==> config.mk <==
export PLATFORM = sky130hd
export DESIGN_NAME = modexp_byte_stream_cipher_top
export DESIGN_NICKNAME = d
export VERILOG_FILES = /design/src/design/mbsc_pkg.sv /design/src/design/mbsc_modmul.sv /design/src/design/mbsc_engine.sv /design/src/design/modexp_byte_stream_cipher_top.sv
export SDC_FILE = /design/constraint.sdc
export NUM_CORES = 1
export LEC_CHECK = 0
export BUFFER_PORTS_ARGS = -buffer_cell sky130_fd_sc_hd__buf_2
export CAP_MARGIN = 15
export CORE_ASPECT_RATIO = 1.25
export CORE_MARGIN = 4
export CORE_UTILIZATION = 25
export CTS_CLUSTER_SIZE = 8
export DETAILED_ROUTE_END_ITERATION = 8
export GPL_TIMING_DRIVEN = 0
export PLACE_DENSITY = 0.44
export SYNTH_ARGS = -nofsm -noshare
export SYNTH_HDL_FRONTEND = slang
export SYNTH_HIERARCHICAL = 1
export SYNTH_SLANG_ARGS = --single-unit
==> constraint.sdc <==
create_clock -name clk -period 7.8 [get_ports clk]
set_input_delay 0.78 -clock clk [delete_from_list [all_inputs] [get_ports clk]]
set_output_delay 0.78 -clock clk [all_outputs]
set_load 0.01 [all_outputs]
==> src/design/mbsc_pkg.sv <==
`timescale 1ns / 1ps
// ---------------------------------------------------------------------------
// mbsc_pkg: shared types and constants
// reset values of the key registers, register indexes and the request and
// response structs between the exponent sequencer and the serial multiplier
// ---------------------------------------------------------------------------
package mbsc_pkg;

	localparam int unsigned WordW = 16;
	localparam int unsigned ByteW = 8;
	localparam int unsigned CntW  = 4;

	localparam logic [WordW-1:0] ModulusReset  = 16'd3233;
	localparam logic [WordW-1:0] ExponentReset = 16'd17;

	// register indexes on the write port
	localparam logic [1:0] RegModulus  = 2'd0;
	localparam logic [1:0] RegExponent = 2'd1;
	localparam logic [1:0] RegDecrypt  = 2'd2;

	// one operation for the serial modular multiplier: a * b mod n
	typedef struct packed {
		logic             start;
		logic [WordW-1:0] a;
		logic [WordW-1:0] b;
	} mm_req_t;

	// finished value, done is a one-cycle pulse
	typedef struct packed {
		logic             done;
		logic [WordW-1:0] res;
	} mod_rsp_t;

endpackage

==> src/design/mbsc_modmul.sv <==
`timescale 1ns / 1ps
// ---------------------------------------------------------------------------
// mbsc_modmul: bit-serial modular multiplier
// interleaved shift-add with reduction, one multiplier bit per cycle
// ---------------------------------------------------------------------------
module mbsc_modmul (
	input  logic                          clk,
	input  logic                          arst_n,
	input  mbsc_pkg::mm_req_t             req,
	input  logic [mbsc_pkg::WordW-1:0]    modulus,
	output mbsc_pkg::mod_rsp_t            rsp
);

	logic                          run_q;
	logic                          done_q;
	logic [mbsc_pkg::CntW-1:0]     cnt_q;
	logic [mbsc_pkg::WordW-1:0]    a_q;
	logic [mbsc_pkg::WordW-1:0]    b_q;
	logic [mbsc_pkg::WordW-1:0]    r_q;
	logic [mbsc_pkg::WordW+1:0]    sum;
	logic [mbsc_pkg::WordW+1:0]    red1;
	logic [mbsc_pkg::WordW+1:0]    red2;
	logic [mbsc_pkg::WordW+1:0]    n_ext;

	// r < n and a <= n, so 2r + a < 3n: two conditional subtracts
	always_comb begin
		n_ext = {2'b00, modulus};
		sum   = {1'b0, r_q, 1'b0} + (b_q[mbsc_pkg::WordW-1] ? {2'b00, a_q} : '0);
		red1  = (sum >= n_ext) ? sum - n_ext : sum;
		red2  = (red1 >= n_ext) ? red1 - n_ext : red1;
	end

	always_ff @(posedge clk or negedge arst_n) begin
		if (!arst_n) begin
			run_q  <= 1'b0;
			done_q <= 1'b0;
			cnt_q  <= '0;
		end else begin
			done_q <= 1'b0;
			if (req.start) begin
				run_q <= 1'b1;
				cnt_q <= '1;
			end else if (run_q) begin
				cnt_q <= cnt_q - 1'b1;
				if (cnt_q == '0) begin
					run_q  <= 1'b0;
					done_q <= 1'b1;
				end
			end
		end
	end

	always_ff @(posedge clk) begin
		if (req.start) begin
			a_q <= req.a;
			b_q <= req.b;
			r_q <= '0;
		end else if (run_q) begin
			b_q <= {b_q[mbsc_pkg::WordW-2:0], 1'b0};
			r_q <= red2[mbsc_pkg::WordW-1:0];
		end
	end

	assign rsp.done = done_q;
	assign rsp.res  = r_q;

endmodule

==> src/design/mbsc_engine.sv <==
`timescale 1ns / 1ps
// ---------------------------------------------------------------------------
// mbsc_engine: square-and-multiply sequencer
// walks the exponent lsb first through a shift register, sharing one
// serial modular multiplier for reduction, multiplies and squarings
// ---------------------------------------------------------------------------
module mbsc_engine (
	input  logic                          clk,
	input  logic                          arst_n,
	input  logic                          start,
	input  logic [mbsc_pkg::WordW-1:0]    value,
	input  logic [mbsc_pkg::WordW-1:0]    modulus,
	input  logic [mbsc_pkg::WordW-1:0]    exponent,
	output mbsc_pkg::mod_rsp_t            rsp
);

	typedef enum logic [2:0] {
		S_IDLE,
		S_RED,
		S_STEP,
		S_MUL,
		S_SQR
	} state_t;

	state_t                        state_q;
	mbsc_pkg::mm_req_t             req_q;
	mbsc_pkg::mod_rsp_t            mm_rsp;
	logic                          done_q;
	logic [mbsc_pkg::WordW-1:0]    res_q;
	logic [mbsc_pkg::WordW-1:0]    acc_q;
	logic [mbsc_pkg::WordW-1:0]    base_q;
	logic [mbsc_pkg::WordW-1:0]    exp_q;

	mbsc_modmul u_modmul (
		.clk     (clk),
		.arst_n  (arst_n),
		.req     (req_q),
		.modulus (modulus),
		.rsp     (mm_rsp)
	);

	always_ff @(posedge clk or negedge arst_n) begin
		if (!arst_n) begin
			state_q     <= S_IDLE;
			req_q.start <= 1'b0;
			done_q      <= 1'b0;
		end else begin
			req_q.start <= 1'b0;
			done_q      <= 1'b0;
			case (state_q)
				S_IDLE: begin
					if (start) begin
						if (modulus == '0 || exponent == mbsc_pkg::WordW'(1)) begin
							// no reduction: value passes through as it is
							res_q  <= value;
							done_q <= 1'b1;
						end else begin
							req_q.start <= 1'b1;
							req_q.a     <= mbsc_pkg::WordW'(1);
							req_q.b     <= value;
							acc_q       <= (modulus == mbsc_pkg::WordW'(1)) ?
							               '0 : mbsc_pkg::WordW'(1);
							exp_q       <= exponent;
							state_q     <= S_RED;
						end
					end
				end
				S_RED: begin
					if (mm_rsp.done) begin
						base_q  <= mm_rsp.res;
						state_q <= S_STEP;
					end
				end
				S_STEP: begin
					if (exp_q == '0) begin
						res_q   <= acc_q;
						done_q  <= 1'b1;
						state_q <= S_IDLE;
					end else if (exp_q[0]) begin
						req_q.start <= 1'b1;
						req_q.a     <= acc_q;
						req_q.b     <= base_q;
						state_q     <= S_MUL;
					end else begin
						req_q.start <= 1'b1;
						req_q.a     <= base_q;
						req_q.b     <= base_q;
						state_q     <= S_SQR;
					end
				end
				S_MUL: begin
					if (mm_rsp.done) begin
						acc_q <= mm_rsp.res;
						if (exp_q[mbsc_pkg::WordW-1:1] == '0) begin
							// top bit done, skip the last squaring
							exp_q   <= '0;
							state_q <= S_STEP;
						end else begin
							req_q.start <= 1'b1;
							req_q.a     <= base_q;
							req_q.b     <= base_q;
							state_q     <= S_SQR;
						end
					end
				end
				S_SQR: begin
					if (mm_rsp.done) begin
						base_q  <= mm_rsp.res;
						exp_q   <= {1'b0, exp_q[mbsc_pkg::WordW-1:1]};
						state_q <= S_STEP;
					end
				end
				default: state_q <= S_IDLE;
			endcase
		end
	end

	assign rsp.done = done_q;
	assign rsp.res  = res_q;

endmodule

==> src/design/modexp_byte_stream_cipher_top.sv <==
`timescale 1ns / 1ps
// ---------------------------------------------------------------------------
// modexp_byte_stream_cipher_top: byte stream cipher, value^exponent mod n
// encrypt: one byte in, low then high byte of the 16-bit result out
// decrypt: two bytes in (low, high), low byte of the result out
// ---------------------------------------------------------------------------
// throughput: one value at a time on the single shared bit-serial multiplier;
//   the first byte of a decrypt pair is only held and starts no job
// reset: arst_n clears control state, keys to modulus 3233, exponent 17, encrypt
// ---------------------------------------------------------------------------
module modexp_byte_stream_cipher_top (
	input  logic        clk,
	input  logic        arst_n,
	// input stream
	input  logic        s_tvalid,
	output logic        s_tready,
	input  logic [7:0]  s_tdata,   // [7:0] in_byte
	// output stream
	output logic        m_tvalid,
	input  logic        m_tready,
	output logic [7:0]  m_tdata,   // [7:0] out_byte
	output logic        m_tlast,   // last
	// key register write port
	input  logic        wr_en,
	input  logic [1:0]  wr_index,
	input  logic [15:0] wr_data
);

	// key and mode registers
	logic [mbsc_pkg::WordW-1:0]    modulus_q;
	logic [mbsc_pkg::WordW-1:0]    exponent_q;
	logic                          decrypt_q;

	// decrypt pairing
	logic [mbsc_pkg::ByteW-1:0]    held_q;
	logic                          have_q;

	// job tracking and result buffer
	logic                          job_busy_q;
	logic                          job_two_q;
	logic                          res_valid_q;
	logic [mbsc_pkg::WordW-1:0]    res_q;

	// output register, with the high byte of an encrypt result queued behind
	logic                          m_tvalid_q;
	logic [mbsc_pkg::ByteW-1:0]    m_tdata_q;
	logic                          m_tlast_q;
	logic                          hi_pend_q;
	logic [mbsc_pkg::ByteW-1:0]    hi_q;

	logic                          in_beat;
	logic                          eng_start;
	logic [mbsc_pkg::WordW-1:0]    eng_value;
	logic                          out_free;
	mbsc_pkg::mod_rsp_t            eng_rsp;

	// one value in flight; a finished result may still sit in the output stage
	assign s_tready  = !job_busy_q;
	assign in_beat   = s_tvalid && s_tready;

	// encrypt starts on every byte, decrypt on the second byte of a pair
	assign eng_start = in_beat && (!decrypt_q || have_q);
	assign eng_value = decrypt_q ? {s_tdata, held_q} : {{mbsc_pkg::ByteW{1'b0}}, s_tdata};

	// output stage can take a new result when empty or draining its last beat
	assign out_free  = !m_tvalid_q || (m_tready && !hi_pend_q);

	mbsc_engine u_engine (
		.clk      (clk),
		.arst_n   (arst_n),
		.start    (eng_start),
		.value    (eng_value),
		.modulus  (modulus_q),
		.exponent (exponent_q),
		.rsp      (eng_rsp)
	);

	// key registers; a mode write drops any held low byte
	always_ff @(posedge clk or negedge arst_n) begin
		if (!arst_n) begin
			modulus_q  <= mbsc_pkg::ModulusReset;
			exponent_q <= mbsc_pkg::ExponentReset;
			decrypt_q  <= 1'b0;
			held_q     <= '0;
			have_q     <= 1'b0;
		end else begin
			if (in_beat && decrypt_q) begin
				if (have_q) begin
					held_q <= '0;
					have_q <= 1'b0;
				end else begin
					held_q <= s_tdata;
					have_q <= 1'b1;
				end
			end
			if (wr_en) begin
				case (wr_index)
					mbsc_pkg::RegModulus:  modulus_q  <= wr_data;
					mbsc_pkg::RegExponent: exponent_q <= wr_data;
					mbsc_pkg::RegDecrypt: begin
						decrypt_q <= wr_data[0];
						held_q    <= '0;
						have_q    <= 1'b0;
					end
					default: ;
				endcase
			end
		end
	end

	// job control, result buffer and output beats
	always_ff @(posedge clk or negedge arst_n) begin
		if (!arst_n) begin
			job_busy_q  <= 1'b0;
			job_two_q   <= 1'b0;
			res_valid_q <= 1'b0;
			m_tvalid_q  <= 1'b0;
			m_tlast_q   <= 1'b0;
			hi_pend_q   <= 1'b0;
		end else begin
			if (eng_start) begin
				job_busy_q <= 1'b1;
				job_two_q  <= !decrypt_q;
			end

			if (eng_rsp.done) begin
				res_valid_q <= 1'b1;
			end

			// beat taken downstream: move on to the queued high byte or go empty
			if (m_tvalid_q && m_tready) begin
				if (hi_pend_q) begin
					m_tlast_q <= 1'b1;
					hi_pend_q <= 1'b0;
				end else begin
					m_tvalid_q <= 1'b0;
				end
			end

			// hand the buffered result to the output stage
			if (res_valid_q && out_free) begin
				m_tvalid_q  <= 1'b1;
				m_tlast_q   <= !job_two_q;
				hi_pend_q   <= job_two_q;
				res_valid_q <= 1'b0;
				job_busy_q  <= 1'b0;
			end
		end
	end

	// payload registers
	always_ff @(posedge clk) begin
		if (eng_rsp.done) begin
			res_q <= eng_rsp.res;
		end
		if (m_tvalid_q && m_tready && hi_pend_q) begin
			m_tdata_q <= hi_q;
		end
		if (res_valid_q && out_free) begin
			m_tdata_q <= res_q[mbsc_pkg::ByteW-1:0];
			hi_q      <= res_q[mbsc_pkg::WordW-1:mbsc_pkg::ByteW];
		end
	end

	assign m_tvalid = m_tvalid_q;
	assign m_tdata  = m_tdata_q;
	assign m_tlast  = m_tlast_q;

endmodule

## Word level (Yosys, flattened, before mapping)

Index checks and enable logic that the tools add are counted.

- Logic and storage cells: 167
- Input bits: 31
- Register bits after elaboration: 235
- Output and inout bits: 11

- $lt $le $gt $ge: 2
- Equal/unequal tests: 19
- Muxes and demuxes: 70
- Reductions and logical operators: 43
- $add $sub $neg: 4

Operators by type and width:

| operator | count |
|---|---|
| 2-to-1 mux 16 bit | 16 |
| 2-to-1 mux 33 bit | 5 |
| case mux 33 bit (3 select lines) | 1 |
| case mux 16 bit (2 select lines) | 2 |
| 2-to-1 mux 8 bit | 6 |
| case mux 16 bit (3 select lines) | 1 |
| greater-or-equal comparator 18 x 16 -> 1 bit | 2 |
| equality test 16 x 1 -> 1 bit (second input constant) | 2 |
| logical NOT 16 bit | 2 |
| 2-to-1 mux 32 bit | 1 |
| 2-to-1 mux 1 bit | 26 |
| 2-to-1 mux 3 bit | 7 |
| adder 17 x 18 -> 18 bit | 1 |
| 2-to-1 mux 18 bit | 1 |
| subtractor 18 x 16 -> 18 bit | 1 |
| nonzero test 2 bit | 8 |
| subtractor 16 bit | 1 |
| logical NOT 15 bit | 1 |
| AND reduction 7 bit | 2 |
| inequality test 2 bit (second input constant) | 6 |
| case mux 3 bit (4 select lines) | 1 |
| inequality test 2 x 1 -> 1 bit (second input constant) | 5 |
| AND reduction 2 bit | 5 |
| AND reduction 5 bit | 2 |
| other kinds (18) | 33 |

## Logic depth before layout (Yosys ltp)

Gate-level depths: netlist (run 1).

- Depth after elaboration: 6
- Mapped depth: 33
- Depth with buffers taken out: 30

## By module

Netlist (run 1), hierarchy kept.

By module, submodules not included:

| module | instances | cells an instance | seq. area each (um^2) | area each (um^2) |
|---|---|---|---|---|
| mbsc_modmul | 1 | 504 | 1431.4 | 4712.0 |
| mbsc_engine | 1 | 321 | 3007.9 | 4460.5 |
| modexp_byte_stream_cipher_top | 1 | 196 | 2170.8 | 3111.7 |

## Worst setup path after synthesis (run 1)

No wires, ideal clock.

- Path kind: register to register
- From: register u_engine/u_modmul/b_q[15] (netlist bit)
- To: register u_engine/u_modmul/r_q[1] (netlist bit)
- Period minus slack after synthesis: 6.126 ns
- Data required time: 7.714 ns
- Stages on the path, launching flop included: 33
- Slack: 1.674 ns
- Setup time: 0.086 ns
- Buffers on the path: 2
- Arrival time: 6.040 ns
- Cell sequence: edfxtp_1 and2_1 ha_1 inv_1 fa_1 nor2b_4 o31a_1 o21ai_0 o21bai_1 a21oi_1 xnor2_1 ha_1 nand3_1 a2111oi_0 o21ai_0 a31oi_1 nor2_1 and3b_1 buf_4 buf_4 nor2_1 a31oi_1 ha_1 fa_1 nand2b_1 a211oi_1 o21ai_0 a31oi_1 a211o_1 a21oi_1 o21ai_4 mux2_2 a211oi_1

- Longest elaborated chain between the ends: 6
- Elaborated cells on any way between the ends: 8
- Classes of those cells: 3 x add/sub; 2 x order compare; 3 x mux

RTL lines:

| item | RTL line | source |
|---|---|---|
| from (decl) | mbsc_modmul.sv:18 | `logic [mbsc_pkg::WordW-1:0] b_q;` |
| from (signal assigned) | mbsc_modmul.sv:56 | `b_q <= req.b;` |
| from (signal assigned) | mbsc_modmul.sv:59 | `b_q <= {b_q[mbsc_pkg::WordW-2:0], 1'b0};` |
| 2-to-1 mux 16 bit * | mbsc_modmul.sv:28 | `sum = {1'b0, r_q, 1'b0} + (b_q[mbsc_pkg::WordW-1] ? {2'b00, a_q} : '0);` |
| adder 17 x 18 -> 18 bit * | mbsc_modmul.sv:28 |  |
| subtractor 18 x 16 -> 18 bit / greater-or-equal comparator 18 x 16 -> 1 bit (equally long branches) | mbsc_modmul.sv:29 | `red1 = (sum >= n_ext) ? sum - n_ext : sum;` |
| 2-to-1 mux 18 bit * | mbsc_modmul.sv:29 |  |
| subtractor 16 bit / greater-or-equal comparator 18 x 16 -> 1 bit (equally long branches) | mbsc_modmul.sv:30 | `red2 = (red1 >= n_ext) ? red1 - n_ext : red1;` |
| 2-to-1 mux 16 bit * | mbsc_modmul.sv:30 |  |
| to (signal assigned) | mbsc_modmul.sv:60 | `r_q <= red2[mbsc_pkg::WordW-1:0];` |
| to (decl) | mbsc_modmul.sv:19 | `logic [mbsc_pkg::WordW-1:0] r_q;` |

Every way passes the cells marked *; elsewhere a longest branch is shown, timed or not.
A chain may end at the register's enable or synchronous reset.

## Worst setup path in the final report (run 1)

- From: register u_engine/u_modmul/b_q[15] (netlist bit)
- To: register u_engine/u_modmul/r_q[7] (netlist bit)

The elaborated chain is that of the path after synthesis.

==> impl_metrics.tcl, run 1 <==
set metrics [dict create \
    syn-instance-count 1021 \
    crit_type "flop to flop" \
    maxCapViolCount 0 \
    die_h_um 256 \
    cp-endpoint "u_engine/u_modmul/r_q[7]" \
    rsz0062_at_grt "false" \
    num_antenna_cells 0 \
    reg2reg_slack_ps 500 \
    io_buffers 41 \
    avgSynthCellArea_um2 12.0 \
    wl_per_cell_um 18.3 \
    fillers 5028 \
    crit_path_end_kind "flop" \
    synth_top_area_cell "edfxtp_1" \
    synthFlopType "edfxtp_1" \
    min_period_ps 7300 \
    async_reset_ff_frac 0.251 \
    fin_worst_skew_ps 20.5 \
    clockBufferDepth 3 \
    cts_sinks 235 \
    path_buf_inv 5 \
    cts_tree "built" \
    slew_viol_final 0 \
    die_x_um 206 \
    r2r_start "u_engine/u_modmul/b_q[15]" \
    min_period_over_period 0.936 \
    cts-hold-fix-buffers 0 \
    cts-buffers-inserted 35 \
    grt_usage 0.122 \
    drtAntennaViolNets 0 \
    ys_seq_elements 235 \
    crit_family "compound AO/OA/AOI/OAI gates" \
    place_area_mm2 0.0134 \
    clk_pin_slew_ps 50 \
    hold_path.class "primary input to asynchronous set/reset pin" \
    root_buffer "clkbuf_16" \
    synth-edff-count 160 \
    worstPathArrival_ps 7720 \
    drc 0 \
    crit_fanout 10 \
    drt_iter0_drc 428 \
    fin_area_mm2 0.0145 \
    start_kind "flop" \
    reg2reg_to "u_engine/u_modmul/r_q[7]" \
    worst_slew_pin_slew_ps 986 \
    critPathMaxStageDelay_ps 490 \
    synth_nets 1103 \
    htree_levels 2 \
    die_area_mm2 0.0528 \
    yosysMostFrequentCell "edfxtp_1" \
    num_rows 90 \
    holdWs_ps 225 \
    crit_required_ps 8220 \
    grt_pass1_wl_mm 50.6 \
    grt_overflow 0 \
    setup_violations 0 \
    grt_pass1_vias 8524 \
    slew_headroom 0.342 \
    hold_viol 0 \
    drive_gt1_frac 0.215 \
    yosys_warnings 6 \
    area_growth_pct 17.7 \
    routed_wl_mm 32.6 \
    dpl.hpwl_mm 25.1 \
    synth_commonest_cells "160 x edfxtp_1, 78 x mux2_2, 73 x inv_1, 62 x nand2_1, 56 x nor2_1" \
    num_vias 8152 \
    post_drt_via_cell_ratio 4.59 \
    critPathSlowestCell "fa_1" \
    antenna_found_initial 0 \
    layout.nets 1189 \
    reg2regPathDepth 32 \
    syn_area_mm2 0.0123 \
    grt_max_degree 34 \
    worstSetupStartpoint "u_engine/u_modmul/b_q[15]" \
    synth_seq_area_share 0.538 \
    synth_top_area_share 0.391 \
    clock.fmax_mhz 137 \
    cp_num_cells 32 \
    clk_latency_ps 510 \
    io_pins 42 \
    dr.pass1.iters 4 \
    synth.distinct_cells 86 \
    coreArea_mm2 0.0484 \
    status "completed" \
    place.gp.congestion 0.803 \
    initial_utilization 0.254 \
    synth.area.top_cells "edfxtp_1 39%, dfrtp_1 11%, mux2_2 7.2%" \
]
[cells by family (layout without fill, tap and decap cells)]
group | Yosys count | after routing | synth area share
xor+xnor | 41 | 41 | 0.0292
buf+inv | 113 | 225 | 0.0432
flops | 235 | 235 | 0.538
compound gates | 242 | 242 | 0.145
mux | 94 | 94 | 0.0850
fa+ha+maj | 51 | 51 | 0.0538
simple gates | 245 | 245 | 0.106
[timing repair]
action	in CTS	in global routing
gates cloned	0	0
setup buffers	0	1
setup endpoints to repair	2	16
resized for setup	1	4
[metal layers]
layer / vias up / track usage / routed length (um)
met2: 143 / 0.222 / 17000
met3: 62 / 0.0166 / 931
met5: - / 0 / 0
met1: 3975 / 0.144 / 13400
li1: 3972 / - / -
met4: 0 / 0.0475 / 1210
[sequential cells by signal, indices dropped and copies added, names as in the netlist, 3 cells and up]
register,cells
u_engine/req_q,33
exponent_q,16
modulus_q,16
res_q,16
u_engine/acc_q,16
u_engine/base_q,16
u_engine/exp_q,16
u_engine/res_q,16
u_engine/u_modmul/a_q,16
u_engine/u_modmul/b_q,16
u_engine/u_modmul/r_q,16
held_q,8
hi_q,8
m_tdata,8
u_engine/u_modmul/cnt_q,4
u_engine/state_q,3
[worst min-delay path by stage]
stage,from,to,slack (ps),cells past startpoint
4_1_cts,arst_n,u_engine/state_q[1],220,1
3_5_place_dp,res_q[8],hi_q[0],400,0
6_report,arst_n,exponent_q[15],230,1
3_3_place_gp,res_q[14],hi_q[6],400,0
2_1_floorplan,res_q[8],hi_q[0],400,0
5_1_grt,arst_n,exponent_q[15],240,1
[through the flow]
stage	setup slack [ps]	util	TNS [ps]	instances
after global placement	-778	0.275	-24690	1706
after CTS	177	0.298	0	1776
after detailed placement	-20.8	0.277	-25.3	1713
after floorplan	1670	-	0	1021
final	498	0.298	0	1777
after global routing	13.5	0.298	0	1777
[cell usage in the layout (no fill, tap or decap), drive strengths merged, types with 3 or more instances in the layout]
| cell | n |
|---|---|
| nor2 | 56 |
| nand3 | 18 |
| dfstp | 7 |
| o211ai | 7 |
| a31oi | 8 |
| a211oi | 22 |
| nor3b | 3 |
| xor2 | 11 |
| and2 | 42 |
| a21oi | 54 |
| buf | 74 |
| o21bai | 5 |
| o32ai | 18 |
| nor3 | 10 |
| a22o | 32 |
| dfrtp | 52 |
| edfxtp | 160 |
| nand2b | 8 |
| nor4 | 11 |
| a21o | 14 |
| o21a | 10 |
| dfxtp | 16 |
| and3b | 4 |
| o31ai | 3 |
| o21ai | 43 |
| mux2i | 14 |
| nand3b | 5 |
| nor2b | 4 |
| ha | 48 |
| a31o | 3 |
| fa | 3 |
| clkbuf | 78 |
| mux2 | 80 |
| nand4 | 8 |
| xnor2 | 30 |
| nor4b | 4 |
| nand2 | 62 |
| inv | 73 |
[layout make-up]
| cell class | instances | area [um2] | area share |
|---|---|---|---|
| timing repair buffer | 49 | 288 | 0.0199 |
| tap | 644 | 806 | 0.0558 |
| sequential | 235 | 6610 | 0.457 |
| multi-input combinational | 673 | 5170 | 0.358 |
| buffer | 40 | 258 | 0.0178 |
| clock buffer | 63 | 1040 | 0.0722 |
| inverter | 73 | 274 | 0.0190 |
Power of run 1 is left out: the tool's default activity adds up to more than one toggle a clock period on the data nets, which glitch-free logic cannot reach.
==> run 2: changes to the inputs <==
- ABC_AREA: default -> 0
- GPL_TIMING_DRIVEN: 0 -> default
==> run 2 against run 1 <==
- first-iteration DRC count down 7.9%
- clock-buffer cell count down 1
- critical endpoint is now u_engine/u_modmul/r_q[1]
- final cell count shrank 2.0%
- register-to-register slack is essentially flat
- clock skew fell by 1.2 ps
==> impl_metrics.tcl, run 2 (synthesis gave the netlist of run 1 again) <==
set metrics [dict create \
    num_antenna_cells 0 \
    slew_headroom 0.247 \
    grt_usage 0.115 \
    critPathSlowestCell "edfxtp_1" \
    final-seq-area_mm2 0.00661 \
    die_x_um 206 \
    crit_path_end_kind "flop" \
    crit_type "flop to flop" \
    drive_gt1_frac 0.207 \
    routed_wl_mm 30.3 \
    die_area_mm2 0.0528 \
    worst_slew_pin_slew_ps 1120 \
    clock.fmax_mhz 137 \
    cts-buffers-inserted 35 \
    io_pins 42 \
    place.gp.congestion 0.787 \
    grt_pass1_vias 8292 \
    fin_worst_skew_ps 19.3 \
    multiInputGateArea_mm2 0.00517 \
    regMostFlops "u_engine/req_q" \
    cts_tree "built" \
    initial_utilization 0.254 \
    drc 0 \
    clk_latency_ps 510 \
    htree_levels 2 \
    drtAntennaViolNets 0 \
    fillers 5016 \
    num_vias 7992 \
    layout_common_cells "160 x edfxtp_1, 78 x mux2_2, 73 x inv_1" \
    final_common_cell "edfxtp_1" \
    min_period_over_period 0.935 \
    dpl.hpwl_mm 22.3 \
    rsz0062_at_grt "false" \
    cts_sinks 235 \
    grt_max_degree 62 \
    cts-hold-fix-buffers 0 \
    io_buffers 41 \
    min_period_ps 7290 \
    slew_viol_final 0 \
    setup_violations 0 \
    wl_per_cell_um 17.4 \
    critPathMaxStageDelay_ps 460 \
    root_buffer "clkbuf_16" \
    coreArea_mm2 0.0484 \
    fin_setup_tns_ps 0 \
    dr.pass1.iters 4 \
    layout.nets 1153 \
    post_drt_via_cell_ratio 4.59 \
    cts_resized 0 \
    worstPathArrival_ps 7710 \
    area_growth_pct 15.6 \
    largest_register_ffs 33 \
    status "completed" \
    num_rows 90 \
    antenna_found_initial 0 \
    hold_path.class "flop to flop" \
    postCtsSetupBuffers 0 \
    start_kind "flop" \
    grt_pass1_wl_mm 48.2 \
    crit_required_ps 8220 \
    clk_pin_slew_ps 50 \
    die_h_um 256 \
    clockBufferDepth 3 \
    hold_viol 0 \
    drt_iter0_drc 394 \
    crit_fanout 18 \
    grt_overflow 0 \
    maxCapViolCount 0 \
]
run 2: cell count changes in the layout (fill, tap and decap cells not counted), sizes merged:
cell	change
buf	-21
clkinv	+1
clkbuf	-16
inv	+1
run 2: worst paths after layout:
path / depth (start not counted) / end / start / slack, ps
worst max-delay path: 31 / u_engine/u_modmul/r_q[1] / u_engine/u_modmul/b_q[15] / 510
worst min-delay path: 0 / hi_q[6] / res_q[14] / 420
worst max register to register: 31 / u_engine/u_modmul/r_q[1] / u_engine/u_modmul/b_q[15] / 510
worst min register to register: 0 / hi_q[6] / res_q[14] / 420
max in group asynchronous: 2 / u_engine/req_q[32] / arst_n / 6670
min in group asynchronous: 2 / exponent_q[9] / arst_n / 530
run 2: cell type report:
| cell class | count | area share |
|---|---|---|
| flip-flops and latches | 235 | 0.466 |
| multi-input cells | 673 | 0.364 |
| clock buffers | 62 | 0.0717 |
| well taps | 644 | 0.0567 |
| repair buffers | 53 | 0.0208 |
| inverters | 73 | 0.0193 |
| clock inverters | 2 | 0.00176 |
run 2: metal layers:
metal,wire length (um),GRT usage,up-vias
met5,0,0,-
met4,847,0.0372,0
met3,905,0.0182,46
met2,15400,0.199,119
met1,13200,0.145,3914
li1,-,-,3913
run 2: critical path: cells and delay by family, from the launching register on:
kind	cells	cell delay [ps]
AO/OA/AOI/OAI	15	3270
adder cells (fa/ha/maj)	5	1470
AND/OR/NAND/NOR	7	1140
flip-flops	1	460
multiplexers	1	410
buffers and inverters	2	310
XOR/XNOR	1	140
run 2: metrics by stage:
| step | setup slack [ps] | std cells | hold slack [ps] | instance area [um2] | utilization |
|---|---|---|---|---|---|
| global placement | 589 | 1677 | 402 | 13200 | 0.272 |
| global route | 55.5 | 1742 | 418 | 14200 | 0.293 |
| CTS | 480 | 1741 | 417 | 14200 | 0.293 |
| finish | 505 | 1742 | 415 | 14200 | 0.293 |
| floorplan | 1670 | 1021 | 400 | 12300 | - |
| detailed placement | 523 | 1677 | 405 | 13200 | 0.272 |
Power of run 2 is left out for the same reason.
==> run 3: changes to the inputs <==
- BUFFER_PORTS_ARGS: -buffer_cell sky130_fd_sc_hd__buf_2 -> default
- DONT_BUFFER_PORTS: default -> 1
- PLACE_DENSITY: 0.44 -> 0.43
==> run 3 against run 2 <==
- critical path type unchanged
- final area is 1.4% lower
- core utilization is 0.40 points lower
- die area stayed put
- sequential share of layout area is 0.64 points higher
- critical endpoint unchanged
- setup slack better by 110 ps
- first-iteration DRC count is 9.6% lower
- largest cell class unchanged
==> impl_metrics.tcl, run 3 (synthesis gave the netlist of run 1 again) <==
set metrics [dict create \
    place.gp.congestion 0.781 \
    initial_utilization 0.254 \
    area_growth_pct 14.0 \
    final_common_cell "edfxtp_1" \
    num_vias 7836 \
    critPathSlowestCell "edfxtp_1" \
    setup_violations 0 \
    worstPathArrival_ps 7600 \
    cts-buffers-inserted 35 \
    io_buffers 0 \
    fin_setup_tns_ps 0 \
    clk_pin_slew_ps 50 \
    io_pins 42 \
    layout.nets 1121 \
    reg2regPathDepth 31 \
    crit_type "flop to flop" \
    rsz0062_at_grt "false" \
    dr.pass1.iters 5 \
    clk_latency_ps 500 \
    grt_pass1_vias 8204 \
    die_h_um 256 \
    slew_viol_final 0 \
    cts_tree "built" \
    slew_headroom 0.273 \
    crit_path_end_kind "flop" \
    worst_slew_pin_slew_ps 1090 \
    num_rows 90 \
    dpl.hpwl_mm 22.7 \
    maxCapViolCount 0 \
    reg2reg_slack_ps 620 \
    r2r_start "u_engine/u_modmul/b_q[15]" \
    regMostFlops "u_engine/req_q" \
    drive_gt1_frac 0.181 \
    grt_max_degree 53 \
    grt_pass1_wl_mm 48.9 \
    crit_required_ps 8220 \
    num_antenna_cells 0 \
    fin_worst_skew_ps 17.5 \
    drt_iter0_drc 356 \
    grt_overflow 0 \
    post_drt_via_cell_ratio 4.60 \
    largest_register_ffs 33 \
    clockBufferDepth 3 \
    coreArea_mm2 0.0484 \
    critPathMaxStageDelay_ps 480 \
    holdWs_ps 121 \
    cts_sinks 235 \
    post-route-util 0.289 \
    drtAntennaViolNets 0 \
    drc 0 \
    min_period_over_period 0.921 \
    grt_usage 0.117 \
    die_x_um 206 \
    clock.fmax_mhz 139 \
    routed_wl_mm 30.9 \
    htree_levels 2 \
    reg2reg_to "u_engine/u_modmul/r_q[1]" \
    hold_path.class "primary input to asynchronous set/reset pin" \
    layout_common_cells "160 x edfxtp_1, 78 x mux2_2, 73 x inv_1" \
    crit_fanout 16 \
    wl_per_cell_um 18.1 \
    die_area_mm2 0.0528 \
    min_period_ps 7180 \
    root_buffer "clkbuf_16" \
    antenna_found_initial 0 \
    hold_viol 0 \
    start_kind "flop" \
    status "completed" \
]
run 3: cell types whose count changed in the layout (fill, tap and decap cells not counted), sizes merged:
cell / change
clkinv: -1
buf: -32
clkbuf: -5
run 3: how the worst max path moves through the flow:
stage | startpoint | endpoint | slack, ps
finish | u_engine/u_modmul/b_q[15] | u_engine/u_modmul/r_q[1] | 620
global route | u_engine/u_modmul/b_q[15] | u_engine/u_modmul/r_q[8] | 50
CTS | u_engine/u_modmul/b_q[15] | u_engine/u_modmul/r_q[8] | 220
detailed placement | u_engine/u_modmul/b_q[15] | u_engine/u_modmul/r_q[8] | 250
global placement | u_engine/u_modmul/b_q[15] | u_engine/u_modmul/r_q[1] | 420
floorplan | u_engine/u_modmul/b_q[15] | u_engine/u_modmul/r_q[1] | 1670
run 3: stage by stage:
step / std cells / setup WS, ps / cell area [um2]
final: 1704 / 620 / 14000
after global routing: 1704 / 51.7 / 14000
after CTS: 1701 / 222 / 14000
after detailed placement: 1642 / 249 / 13000
after global placement: 1642 / 416 / 13000
after floorplan: 1021 / 1670 / 12300
run 3: critical path, delay by kind of cell, from the launching register on:
family                   cells  cell delay, ps
AO/OA/AOI/OAI               15            3210
adder cells (fa/ha/maj)      5            1470
AND/OR/NAND/NOR              7            1110
flip-flops                   1             480
multiplexers                 1             400
buffers and inverters        2             260
XOR/XNOR                     1             140
run 3: area by class of cell:
cell class / instances / area (um2)
flip-flops and latches: 235 / 6610
inverters: 73 / 274
well taps: 644 / 806
repair buffers: 21 / 178
clock inverters: 1 / 8.76
clock buffers: 57 / 958
multi-input cells: 673 / 5170
fillers: 5005 / 34400
run 3: routing by layer:
metal,up-vias,global-route usage,routed length [um]
met3,52,0.0207,1010
met4,0,0.0386,902
met1,3820,0.147,13300
met5,-,0,0
met2,125,0.203,15700
li1,3839,-,-
run 3: timing repair:
action | CTS | global route
resized for setup | 0 | 1
hold buffers | 1 | 0
setup endpoints to repair | 0 | 16
hold endpoints to repair | 52 | 0
setup buffers | 0 | 3
Power of run 3 is left out for the same reason.
